$ cat src/rtl/pfe_pkg.sv
`timescale 1ns / 1ps
// Shared types, character codes and helpers for the format engine.
// No dependencies; imported by every module of the block.
package pfe_pkg;

    localparam int WIDTH_W = 6;

    localparam logic [7:0] CH_NUL     = 8'h00;
    localparam logic [7:0] CH_SPACE   = 8'h20;
    localparam logic [7:0] CH_PCT     = 8'h25;
    localparam logic [7:0] CH_MINUS   = 8'h2D;
    localparam logic [7:0] CH_ZERO    = 8'h30;
    localparam logic [7:0] CH_NINE    = 8'h39;
    localparam logic [7:0] CH_UPPER_A = 8'h41;
    localparam logic [7:0] CH_LOWER_A = 8'h61;
    localparam logic [7:0] CH_MOD_F   = 8'h46;
    localparam logic [7:0] CH_MOD_N   = 8'h4E;
    localparam logic [7:0] CH_MOD_L   = 8'h6C;
    localparam logic [7:0] CH_MOD_H   = 8'h68;
    localparam logic [7:0] CH_CONV_D  = 8'h64;
    localparam logic [7:0] CH_CONV_I  = 8'h69;
    localparam logic [7:0] CH_CONV_U  = 8'h75;
    localparam logic [7:0] CH_CONV_O  = 8'h6F;
    localparam logic [7:0] CH_CONV_LX = 8'h78;
    localparam logic [7:0] CH_CONV_UX = 8'h58;
    localparam logic [7:0] CH_CONV_P  = 8'h70;
    localparam logic [7:0] CH_CONV_N  = 8'h6E;
    localparam logic [7:0] CH_CONV_C  = 8'h63;

    // Reciprocal of ten: floor(v * RECIP10 / 2^RECIP_SHIFT) == v / 10 for all 32-bit v.
    localparam logic [31:0] RECIP10     = 32'hCCCC_CCCD;
    localparam int          RECIP_SHIFT = 35;

    typedef enum logic [1:0] {
        RADIX_8,
        RADIX_10,
        RADIX_16
    } radix_t;

    typedef struct packed {
        logic               is_num;
        logic               upper;
        logic               left;
        logic               pad_zero;
        logic               neg;
        logic [WIDTH_W-1:0] width;
        logic [7:0]         ch;
    } emit_cmd_t;

    function automatic logic [7:0] digit_ascii(input logic [3:0] d, input logic upper);
        logic [7:0] res;
        if (d < 4'd10) begin
            res = CH_ZERO + {4'd0, d};
        end
        else begin
            res = (upper ? CH_UPPER_A : CH_LOWER_A) + {4'd0, d} - 8'd10;
        end
        return res;
    endfunction

endpackage

$ cat src/rtl/pfe_digit_unit.sv
`timescale 1ns / 1ps
// Iterative digit extractor: one shared reciprocal multiplier peels one digit per step.
// Depends on pfe_pkg; digits are kept least significant first in a small buffer.
module pfe_digit_unit #(
    parameter int DIGIT_BUFFER = 16
) (
    input  logic                                clk,
    input  logic                                rst_n,
    input  logic                                start,
    input  logic [31:0]                         value,
    input  pfe_pkg::radix_t                     radix,
    output logic                                done,
    output logic [$clog2(DIGIT_BUFFER)-1:0]     nd,
    input  logic [$clog2(DIGIT_BUFFER-1)-1:0]   rd_idx,
    output logic [3:0]                          rd_digit
);
    import pfe_pkg::*;

    localparam int ND_W  = $clog2(DIGIT_BUFFER);
    localparam int DEPTH = DIGIT_BUFFER - 1;
    localparam int IDX_W = $clog2(DEPTH);

    typedef enum logic [1:0] {
        D_IDLE,
        D_MUL,
        D_DIG
    } dstate_t;

    dstate_t           state_reg;
    logic [31:0]       v_reg;
    logic [63:0]       prod_reg;
    radix_t            radix_reg;
    logic [ND_W-1:0]   nd_reg;
    logic              done_reg;
    logic [3:0]        digit_mem [DEPTH];

    logic [31:0]       q;
    logic [31:0]       q10;
    logic [3:0]        d;
    logic              room;

    always_comb
    begin
        q10 = '0;
        unique case (radix_reg)
            RADIX_8:
            begin
                q = {3'd0, v_reg[31:3]};
                d = {1'b0, v_reg[2:0]};
            end
            RADIX_10:
            begin
                q   = 32'(prod_reg[63:RECIP_SHIFT]);
                q10 = (q << 3) + (q << 1);
                d   = v_reg[3:0] - q10[3:0];
            end
            default:
            begin
                q = {4'd0, v_reg[31:4]};
                d = v_reg[3:0];
            end
        endcase
    end

    assign room = nd_reg < ND_W'(DEPTH);

    always_ff @(posedge clk)
    begin
        if (state_reg == D_DIG && room) begin
            digit_mem[nd_reg[IDX_W-1:0]] <= d;
        end
    end

    always_ff @(posedge clk or negedge rst_n)
    begin
        if (!rst_n) begin
            state_reg <= D_IDLE;
            v_reg     <= '0;
            prod_reg  <= '0;
            radix_reg <= RADIX_10;
            nd_reg    <= '0;
            done_reg  <= 1'b0;
        end
        else begin
            done_reg <= (state_reg == D_DIG) && (q == 32'd0);
            unique case (state_reg)
                D_IDLE:
                begin
                    if (start) begin
                        v_reg     <= value;
                        radix_reg <= radix;
                        nd_reg    <= '0;
                        state_reg <= D_MUL;
                    end
                end
                D_MUL:
                begin
                    prod_reg  <= {32'd0, v_reg} * {32'd0, RECIP10};
                    state_reg <= D_DIG;
                end
                D_DIG:
                begin
                    if (room) begin
                        nd_reg <= nd_reg + 1'b1;
                    end
                    v_reg <= q;
                    if (q == 32'd0) begin
                        state_reg <= D_IDLE;
                    end
                    else begin
                        state_reg <= D_MUL;
                    end
                end
                default:
                begin
                    state_reg <= D_IDLE;
                end
            endcase
        end
    end

    assign done     = done_reg;
    assign nd       = nd_reg;
    assign rd_digit = digit_mem[rd_idx];

endmodule

$ cat src/rtl/pfe_emitter.sv
`timescale 1ns / 1ps
// Emits sign, padding, body, trailing spaces: one character per cycle unless stalled.
// Depends on pfe_pkg and reads digits from pfe_digit_unit; owns the output register.
module pfe_emitter #(
    parameter int DIGIT_BUFFER = 16
) (
    input  logic                                clk,
    input  logic                                rst_n,
    input  logic                                start,
    input  pfe_pkg::emit_cmd_t                  cmd,
    input  logic [$clog2(DIGIT_BUFFER)-1:0]     nd,
    output logic [$clog2(DIGIT_BUFFER-1)-1:0]   rd_idx,
    input  logic [3:0]                          rd_digit,
    output logic                                busy,
    output logic                                out_valid,
    input  logic                                out_ready,
    output logic [7:0]                          out_char,
    output logic                                last
);
    import pfe_pkg::*;

    localparam int ND_W  = $clog2(DIGIT_BUFFER);
    localparam int IDX_W = $clog2(DIGIT_BUFFER - 1);

    emit_cmd_t          cmd_reg;
    logic               sign1_reg;
    logic               sign2_reg;
    logic [6:0]         pre_reg;
    logic [ND_W-1:0]    body_reg;
    logic [6:0]         post_reg;
    logic [6:0]         rem_reg;
    logic               out_valid_reg;
    logic [7:0]         out_char_reg;
    logic               last_reg;

    logic [6:0]         actual;
    logic [6:0]         wide;
    logic [6:0]         gap;
    logic [ND_W-1:0]    body_ld;
    logic               sign1_ld;
    logic               sign2_ld;
    logic [6:0]         pre_ld;
    logic [6:0]         post_ld;
    logic [6:0]         total;
    logic [ND_W-1:0]    body_m1;
    logic               advance;
    logic [7:0]         next_char;

    always_comb
    begin
        actual   = cmd.is_num ? (7'(nd) + 7'(cmd.neg)) : 7'd1;
        wide     = 7'(cmd.width);
        gap      = (wide > actual) ? (wide - actual) : 7'd0;
        body_ld  = cmd.is_num ? nd : ND_W'(cmd.ch != CH_NUL);
        sign1_ld = cmd.neg & cmd.pad_zero;
        sign2_ld = cmd.neg & ~cmd.pad_zero;
        pre_ld   = cmd.left ? 7'd0 : gap;
        post_ld  = cmd.left ? gap : 7'd0;
        total    = 7'(sign1_ld) + pre_ld + 7'(sign2_ld) + 7'(body_ld) + post_ld;
    end

    assign body_m1 = body_reg - 1'b1;
    assign rd_idx  = body_m1[IDX_W-1:0];
    assign advance = (rem_reg != 7'd0) && (!out_valid_reg || out_ready);

    always_comb
    begin
        priority if (sign1_reg) begin
            next_char = CH_MINUS;
        end
        else if (pre_reg != 7'd0) begin
            next_char = cmd_reg.pad_zero ? CH_ZERO : CH_SPACE;
        end
        else if (sign2_reg) begin
            next_char = CH_MINUS;
        end
        else if (body_reg != '0) begin
            next_char = cmd_reg.is_num ? digit_ascii(rd_digit, cmd_reg.upper) : cmd_reg.ch;
        end
        else begin
            next_char = CH_SPACE;
        end
    end

    always_ff @(posedge clk or negedge rst_n)
    begin
        if (!rst_n) begin
            cmd_reg       <= '0;
            sign1_reg     <= 1'b0;
            sign2_reg     <= 1'b0;
            pre_reg       <= '0;
            body_reg      <= '0;
            post_reg      <= '0;
            rem_reg       <= '0;
            out_valid_reg <= 1'b0;
            out_char_reg  <= '0;
            last_reg      <= 1'b0;
        end
        else begin
            if (!start && advance) begin
                out_valid_reg <= 1'b1;
            end
            else if (out_ready) begin
                out_valid_reg <= 1'b0;
            end
            if (start) begin
                cmd_reg   <= cmd;
                sign1_reg <= sign1_ld;
                sign2_reg <= sign2_ld;
                pre_reg   <= pre_ld;
                body_reg  <= body_ld;
                post_reg  <= post_ld;
                rem_reg   <= total;
            end
            else if (advance) begin
                out_char_reg  <= next_char;
                last_reg      <= (rem_reg == 7'd1);
                rem_reg       <= rem_reg - 7'd1;
                priority if (sign1_reg) begin
                    sign1_reg <= 1'b0;
                end
                else if (pre_reg != 7'd0) begin
                    pre_reg <= pre_reg - 7'd1;
                end
                else if (sign2_reg) begin
                    sign2_reg <= 1'b0;
                end
                else if (body_reg != '0) begin
                    body_reg <= body_m1;
                end
                else begin
                    post_reg <= post_reg - 7'd1;
                end
            end
        end
    end

    assign busy      = (rem_reg != 7'd0);
    assign out_valid = out_valid_reg;
    assign out_char  = out_char_reg;
    assign last      = last_reg;

endmodule

$ cat src/rtl/printf_format_engine_core.sv
`timescale 1ns / 1ps
// Top level of the format engine: format-string parser and conversion sequencer.
// Depends on pfe_pkg, pfe_digit_unit and pfe_emitter.
//
// Usage: each input transaction carries one format character (fmt_char) and the
// argument word (arg_value) that a numeric or %c conversion consumes. Each output
// transaction carries one emitted character; last marks the final character that
// belongs to one input. An input that emits nothing produces no output transaction.
// An echoed character is loaded into the emitter on acceptance and then registered
// in the output register. A numeric conversion first extracts its digits in the
// shared reciprocal multiplier (up to eleven digits for octal), then emits its
// characters, up to 63 of them.
// in_ready is high only while no conversion is extracting digits or emitting; the
// final character may still sit in the output register when the next input is taken.
// When the receiver holds out_ready low the output register holds its character
// and the sequencer waits; no character is dropped.
// Reset clears the parser to its idle phase and empties the output register.
module printf_format_engine_core #(
    parameter int MAX_WIDTH    = 63,
    parameter int DIGIT_BUFFER = 16
) (
    input  logic        clk,
    input  logic        rst_n,
    input  logic        in_valid,
    output logic        in_ready,
    input  logic [7:0]  fmt_char,
    input  logic [31:0] arg_value,
    output logic        out_valid,
    input  logic        out_ready,
    output logic [7:0]  out_char,
    output logic        last
);
    import pfe_pkg::*;

    localparam int ND_W  = $clog2(DIGIT_BUFFER);
    localparam int IDX_W = $clog2(DIGIT_BUFFER - 1);

    typedef enum logic [2:0] {
        P_IDLE  = 3'd0,
        P_FLAGS = 3'd1,
        P_WIDTH = 3'd2,
        P_MOD   = 3'd3
    } phase_t;

    typedef enum logic [1:0] {
        S_IDLE,
        S_CONV,
        S_EMIT
    } cstate_t;

    typedef enum logic [1:0] {
        ACT_NONE,
        ACT_LIT,
        ACT_NUM,
        ACT_CHAR
    } act_t;

    typedef struct packed {
        logic is_short;
        logic is_long;
        logic zero;
        logic left;
    } spec_flags_t;

    cstate_t            state_reg;
    phase_t             phase_reg;
    phase_t             phase_next;
    spec_flags_t        flags_reg;
    spec_flags_t        flags_next;
    logic [WIDTH_W-1:0] width_reg;
    logic [WIDTH_W-1:0] width_next;
    emit_cmd_t          cmd_reg;
    emit_cmd_t          cmd_comb;
    act_t               act;

    logic               accept;
    logic               handled;
    logic               is_digit;
    logic [9:0]         nw;
    logic               conv_num;
    logic               conv_char;
    logic               sgn;
    logic               upper;
    radix_t             radix;
    logic [31:0]        v_sel;
    logic               neg;
    logic [31:0]        mag;

    logic               dig_start;
    logic               dig_done;
    logic [ND_W-1:0]    nd;
    logic [IDX_W-1:0]   rd_idx;
    logic [3:0]         rd_digit;
    logic               emit_start;
    emit_cmd_t          emit_cmd;
    logic               emit_busy;

    assign accept   = in_valid && in_ready;
    assign in_ready = (state_reg == S_IDLE);
    assign is_digit = (fmt_char >= CH_ZERO) && (fmt_char <= CH_NINE);
    assign nw       = ({4'd0, width_reg} << 3) + ({4'd0, width_reg} << 1)
                      + {6'd0, fmt_char[3:0]};

    always_comb
    begin
        conv_num  = 1'b0;
        conv_char = 1'b0;
        sgn       = 1'b0;
        upper     = 1'b0;
        radix     = RADIX_10;
        unique case (fmt_char)
            CH_CONV_UX:
            begin
                conv_num = 1'b1;
                upper    = 1'b1;
                radix    = RADIX_16;
            end
            CH_CONV_LX, CH_CONV_P, CH_CONV_N:
            begin
                conv_num = 1'b1;
                radix    = RADIX_16;
            end
            CH_CONV_D, CH_CONV_I:
            begin
                conv_num = 1'b1;
                sgn      = 1'b1;
            end
            CH_CONV_U:
            begin
                conv_num = 1'b1;
            end
            CH_CONV_O:
            begin
                conv_num = 1'b1;
                radix    = RADIX_8;
            end
            CH_CONV_C:
            begin
                conv_char = 1'b1;
            end
            default:
            begin
                conv_num = 1'b0;
            end
        endcase
    end

    always_comb
    begin
        if (!flags_reg.is_long && flags_reg.is_short) begin
            v_sel = sgn ? {{16{arg_value[15]}}, arg_value[15:0]} : {16'd0, arg_value[15:0]};
        end
        else begin
            v_sel = arg_value;
        end
        neg = sgn & v_sel[31];
        mag = neg ? (32'd0 - v_sel) : v_sel;
    end

    always_comb
    begin
        phase_next = phase_reg;
        flags_next = flags_reg;
        width_next = width_reg;
        act        = ACT_NONE;
        handled    = 1'b0;
        if (fmt_char == CH_NUL) begin
            phase_next = P_IDLE;
            flags_next = '0;
            width_next = '0;
        end
        else if (phase_reg != P_FLAGS && phase_reg != P_WIDTH && phase_reg != P_MOD) begin
            if (fmt_char == CH_PCT) begin
                phase_next = P_FLAGS;
            end
            else begin
                phase_next = P_IDLE;
                act        = ACT_LIT;
            end
        end
        else begin
            if (phase_reg == P_FLAGS) begin
                priority if (fmt_char == CH_PCT) begin
                    act        = ACT_LIT;
                    phase_next = P_IDLE;
                    flags_next = '0;
                    width_next = '0;
                    handled    = 1'b1;
                end
                else if (fmt_char == CH_MINUS) begin
                    if (flags_reg.left) begin
                        phase_next = P_IDLE;
                        flags_next = '0;
                        width_next = '0;
                    end
                    else begin
                        flags_next.left = 1'b1;
                    end
                    handled = 1'b1;
                end
                else if (fmt_char == CH_ZERO) begin
                    flags_next.zero = 1'b1;
                    phase_next      = P_WIDTH;
                    handled         = 1'b1;
                end
                else begin
                    phase_next = P_WIDTH;
                end
            end
            if (!handled && (phase_reg == P_FLAGS || phase_reg == P_WIDTH)) begin
                if (is_digit) begin
                    width_next = (nw > 10'(MAX_WIDTH)) ? WIDTH_W'(MAX_WIDTH) : nw[WIDTH_W-1:0];
                    handled    = 1'b1;
                end
                else begin
                    phase_next = P_MOD;
                end
            end
            if (!handled) begin
                priority if (fmt_char == CH_MOD_F || fmt_char == CH_MOD_N) begin
                    phase_next = P_MOD;
                end
                else if (fmt_char == CH_MOD_L) begin
                    phase_next         = P_MOD;
                    flags_next.is_long = 1'b1;
                end
                else if (fmt_char == CH_MOD_H) begin
                    phase_next          = P_MOD;
                    flags_next.is_short = 1'b1;
                end
                else begin
                    phase_next = P_IDLE;
                    flags_next = '0;
                    width_next = '0;
                    if (conv_num) begin
                        act = ACT_NUM;
                    end
                    else if (conv_char) begin
                        act = ACT_CHAR;
                    end
                end
            end
        end
    end

    always_comb
    begin
        cmd_comb = '0;
        unique case (act)
            ACT_NUM:
            begin
                cmd_comb.is_num   = 1'b1;
                cmd_comb.upper    = upper;
                cmd_comb.left     = flags_reg.left;
                cmd_comb.pad_zero = flags_reg.zero;
                cmd_comb.neg      = neg;
                cmd_comb.width    = width_reg;
            end
            ACT_CHAR:
            begin
                cmd_comb.left  = flags_reg.left;
                cmd_comb.width = width_reg;
                cmd_comb.ch    = arg_value[7:0];
            end
            ACT_LIT:
            begin
                cmd_comb.ch = fmt_char;
            end
            default:
            begin
                cmd_comb = '0;
            end
        endcase
    end

    assign dig_start  = accept && (act == ACT_NUM);
    assign emit_start = (accept && (act == ACT_LIT || act == ACT_CHAR))
                        || (state_reg == S_CONV && dig_done);
    assign emit_cmd   = (state_reg == S_CONV) ? cmd_reg : cmd_comb;

    always_ff @(posedge clk or negedge rst_n)
    begin
        if (!rst_n) begin
            state_reg <= S_IDLE;
            phase_reg <= P_IDLE;
            flags_reg <= '0;
            width_reg <= '0;
            cmd_reg   <= '0;
        end
        else begin
            unique case (state_reg)
                S_IDLE:
                begin
                    if (accept) begin
                        phase_reg <= phase_next;
                        flags_reg <= flags_next;
                        width_reg <= width_next;
                        cmd_reg   <= cmd_comb;
                        if (act == ACT_NUM) begin
                            state_reg <= S_CONV;
                        end
                        else if (act == ACT_LIT || act == ACT_CHAR) begin
                            state_reg <= S_EMIT;
                        end
                    end
                end
                S_CONV:
                begin
                    if (dig_done) begin
                        state_reg <= S_EMIT;
                    end
                end
                S_EMIT:
                begin
                    if (!emit_busy) begin
                        state_reg <= S_IDLE;
                    end
                end
                default:
                begin
                    state_reg <= S_IDLE;
                end
            endcase
        end
    end

    pfe_digit_unit #(
        .DIGIT_BUFFER (DIGIT_BUFFER)
    ) u_digit_unit (
        .clk      (clk),
        .rst_n    (rst_n),
        .start    (dig_start),
        .value    (mag),
        .radix    (radix),
        .done     (dig_done),
        .nd       (nd),
        .rd_idx   (rd_idx),
        .rd_digit (rd_digit)
    );

    pfe_emitter #(
        .DIGIT_BUFFER (DIGIT_BUFFER)
    ) u_emitter (
        .clk       (clk),
        .rst_n     (rst_n),
        .start     (emit_start),
        .cmd       (emit_cmd),
        .nd        (nd),
        .rd_idx    (rd_idx),
        .rd_digit  (rd_digit),
        .busy      (emit_busy),
        .out_valid (out_valid),
        .out_ready (out_ready),
        .out_char  (out_char),
        .last      (last)
    );

endmodule

$ cat config.mk
export PLATFORM = sky130hd
export DESIGN_NAME = printf_format_engine_core
export DESIGN_NICKNAME = d
export VERILOG_FILES = /design/src/rtl/pfe_pkg.sv /design/src/rtl/pfe_digit_unit.sv /design/src/rtl/pfe_emitter.sv /design/src/rtl/printf_format_engine_core.sv
export SDC_FILE = /design/constraint.sdc
export NUM_CORES = 2
export LEC_CHECK = 0
export BUFFER_PORTS_ARGS = -buffer_cell sky130_fd_sc_hd__buf_2
export CAP_MARGIN = 25
export CORE_UTILIZATION = 65
export DETAILED_ROUTE_END_ITERATION = 10
export HOLD_SLACK_MARGIN = 0.15
export PLACE_DENSITY = 0.81
export SLEW_MARGIN = 20
export SYNTH_ARGS = -nofsm -noshare
export SYNTH_HDL_FRONTEND = slang
export SYNTH_SLANG_ARGS = --single-unit
export TNS_END_PERCENT = 5
$ cat constraint.sdc
create_clock -name clk -period 20.8 [get_ports clk]
set_input_delay 4.16 -clock clk [delete_from_list [all_inputs] [get_ports clk]]
set_output_delay 4.16 -clock clk [all_outputs]
set_load 0.02 [all_outputs]
==> flow_summary_export.csv <==
group,metric,value,unit
run,cap_viol_max_count,0,
finish,fillCellCount,3312,
placement,dp.cells,3609,
yosys,netlist.area_leader.share,0.2911,
sta,timing.final.crit_share,0.4955,
yosys,yosysSeqAreaShare,0.1867,
clocking,clkTransAtPathRegs,60,ps
setup_path,path_class,"input port to register",
sta,rsz0062_at_grt,"false",
sta,finalHoldViolCount,0,
global_route,grt_pass1_wl,127100,um
floorplan,die_x,213.5,um
setup_path,start_kind,"input port",
clocking,postCtsSetupBuffers,0,
global_route,grt_max_degree,80,
setup_path,cp_data_required_time,21230,ps
finish,largest_reg_flops,60,
power,power_per_cell_area,39.71,nW/um^2
global_route,grt_overflow,0,
placement,globalplace.congestion,1.001,
sta,finalSetupViolations,0,
yosys,synth-edff-count,60,
global_route,antenna_found_initial,3,
detailed_routing,routedWlPerCell,21.64,um
setup_path,slowest_stage,"fa_1",
global_route,busiest_layer,"met2",
floorplan,initial_utilization,0.6578,
floorplan,fp-row-count,77,
finish,drive_above_1_share,0.04711,
clocking,clock_sinks,205,
clocking,cts_max_level,1,
floorplan,die-area,45600,sq um
yosys,synth_cell_types,77,
clocking,clkLatencyLatePin,520,ps
detailed_routing,antenna_left,0,
floorplan,coreArea,44220,sq um
floorplan,boundaryPins,55,
setup_path,end_kind,"register",
clocking,clockBufferDepth,3,
power,p_leak,15.29,nW
sta,finClkSkew,8.217,ps
detailed_routing,vias,22210,
setup_path,path_buf_inv,3,
finish,regArea,5433,sq um
yosys,synth_flop_cell,"dfrtp_1",
detailed_routing,drt_first_pass_iters,5,
yosys,yosysWarnings,0,
sta,worstMarginPinSlew,965.2,ps
yosys,synth_seq_cells,205,
clocking,cts-buffers-inserted,22,
global_route,grt_use_met3,0.06532,
setup_path,crit_family,"simple AND/OR/NAND/NOR gates",
global_route,grtUsageMet1,0.4721,
finish,final_common_cell,"inv_1",
placement,dp_slack,10070,ps
yosys,synth_area_leaders,"fa_1 29%, ha_1 16%, dfrtp_1 12%",
sta,max_freq,97.03,MHz
global_route,grt_usage,0.3655,
sta,setup_tns,0,ps
placement,dp_hpwl,66510,um
sta,period_minus_slack,10310,ps
yosys,async_flop_share,0.7073,
global_route,grt_pass1_vias,23193,
sta,worst_slack,10490,ps
yosys,synth_cells,3039,
finish,nNetsFinal,3881,
yosys,synth_top_area_cell,"fa_1",
detailed_routing,drt_iter0_drc,1894,
global_route,grt_use_met2,0.6084,
sta,maxSlewHeadroom,0.3519,
sta,drv_slew,0,
yosys,syn-num-nets,3878,
finish,synthToLayoutAreaGrowth,5.355,%
placement,io_buffers,54,
min_path,hp-class,"register to register",
setup_path,cp_max_fo,19,
finish,instances_no_fill,3651,
setup_path,worst_path_largest_cell_delay,570,ps
setup_path,crit_arrival,10740,ps
run_status,status,"complete, no violations",
finish,final_cell_mix,"674 x inv_1, 423 x fa_1, 372 x ha_1",
clocking,holdBufCountCts,0,
clocking,clockRootBuffer,"clkbuf_16",
detailed_routing,remaining_drc_errors,0,
clocking,tritoncts,"yes",
finish,multi_input_area,20770,sq um
detailed_routing,wirelength,79020,um
floorplan,die_h,213.5,um
detailed_routing,via_per_inst,6.083,
yosys,avgSynthCellArea,9.572,sq um
yosys,syn_area,29090,sq um
clocking,cts.repair.resized,0,
power,worst_ir_drop_vdd,0.00008101,V
## final cells by class
type,count,share of cell area
clock buffers,25,0.01931
multi-input cells,2065,0.6779
diodes,2,0.0001633
repair buffers,73,0.01404
clock inverters,14,0.004491
well taps,592,0.02417
inverters,675,0.08267
flip-flops and latches,205,0.1773
## path summary, 6_finish.rpt
check / start / endpoint / slack, ps / cells after the start
hold reg to reg: u_emitter.out_char[7] / u_emitter.out_char[7] / 470 / 2
setup reg to reg: u_digit_unit.v_reg[0] / u_digit_unit.prod_reg[57] / 12600 / 27
hold / removal: u_emitter.out_char[7] / u_emitter.out_char[7] / 470 / 2
setup / recovery: fmt_char[6] / u_emitter.rem_reg[6] / 10490 / 29
max in group asynchronous: rst_n / u_digit_unit.radix_reg[1] / 15740 / 2
min in group asynchronous: rst_n / width_reg[3] / 3660 / 1
## synth_stat cells, types with 42 or more instances
master    number
edfxtp_1      60
clkbuf_1      81
inv_1        674
dfrtp_1      144
nand3_1       42
fa_1         423
a21oi_1      155
ha_1         372
nor2_1       148
a21o_1        47
xnor2_1       59
o21ai_0      118
nand2_1      207
mux2i_1       43
## through the flow
step | area [sq um] | hold slack [ps] | util | total power (W)
4_1_cts | 30630 | 465.6 | 0.6926 | 0.001213
2_1_floorplan | 29090 | 438.5 | - | 0.0007232
3_5_place_dp | 29900 | 451.6 | 0.6761 | 0.0008154
6_report | 30650 | 466.6 | 0.6930 | 0.001217
5_1_grt | 30640 | 500.7 | 0.6930 | 0.001276
3_3_place_gp | 29880 | 449.5 | 0.6757 | 0.0008040
## worst reg2reg max path, stage by stage (launching register included)
cell and delay [ps]:
dfrtp_1 770, inv_1 110, ha_1 340, inv_1 220, ha_1 390, inv_1 60
fa_1 480, inv_1 60, fa_1 520, inv_1 70, fa_1 510, fa_1 510
inv_1 50, fa_1 470, inv_1 50, fa_1 470, inv_1 40, ha_1 340
and3_4 210, and2_1 160, a221oi_2 280, nand3_1 110, a221o_1 380, a221oi_4 340
o21ai_2 140, a311o_1 470, o221a_1 290, a211o_1 260
## kinds of logic after synthesis
family,Yosys count,share of synthesized area
DFF,205,0.1867
xor gates and xnor gates,88,0.02650
and+or+nand+nor,608,0.09919
muxes,63,0.02744
buffers and inverters,769,0.09983
adders and majority gates,795,0.4511
AOI/OAI and AO/OA,511,0.1092
## power breakdown
group	total [W]	switching (W)	internal [W]	leakage, nW
sequential	0.000494	0.0000411	0.000453	2.46
combinational	0.000326	0.000200	0.000125	12.5
clock	0.000397	0.000168	0.000230	0.349
total	0.00122	0.000409	0.000808	15.3
## routing by layer
| layer | vias to the layer above | wire, um |
|---|---|---|
| li1 | 9927 | - |
| met1 | 11053 | 31080 |
| met2 | 982 | 38310 |
| met3 | 248 | 5786 |
| met4 | 0 | 3845 |
| met5 | - | 0 |
Power figures use the tool's default switching activity.
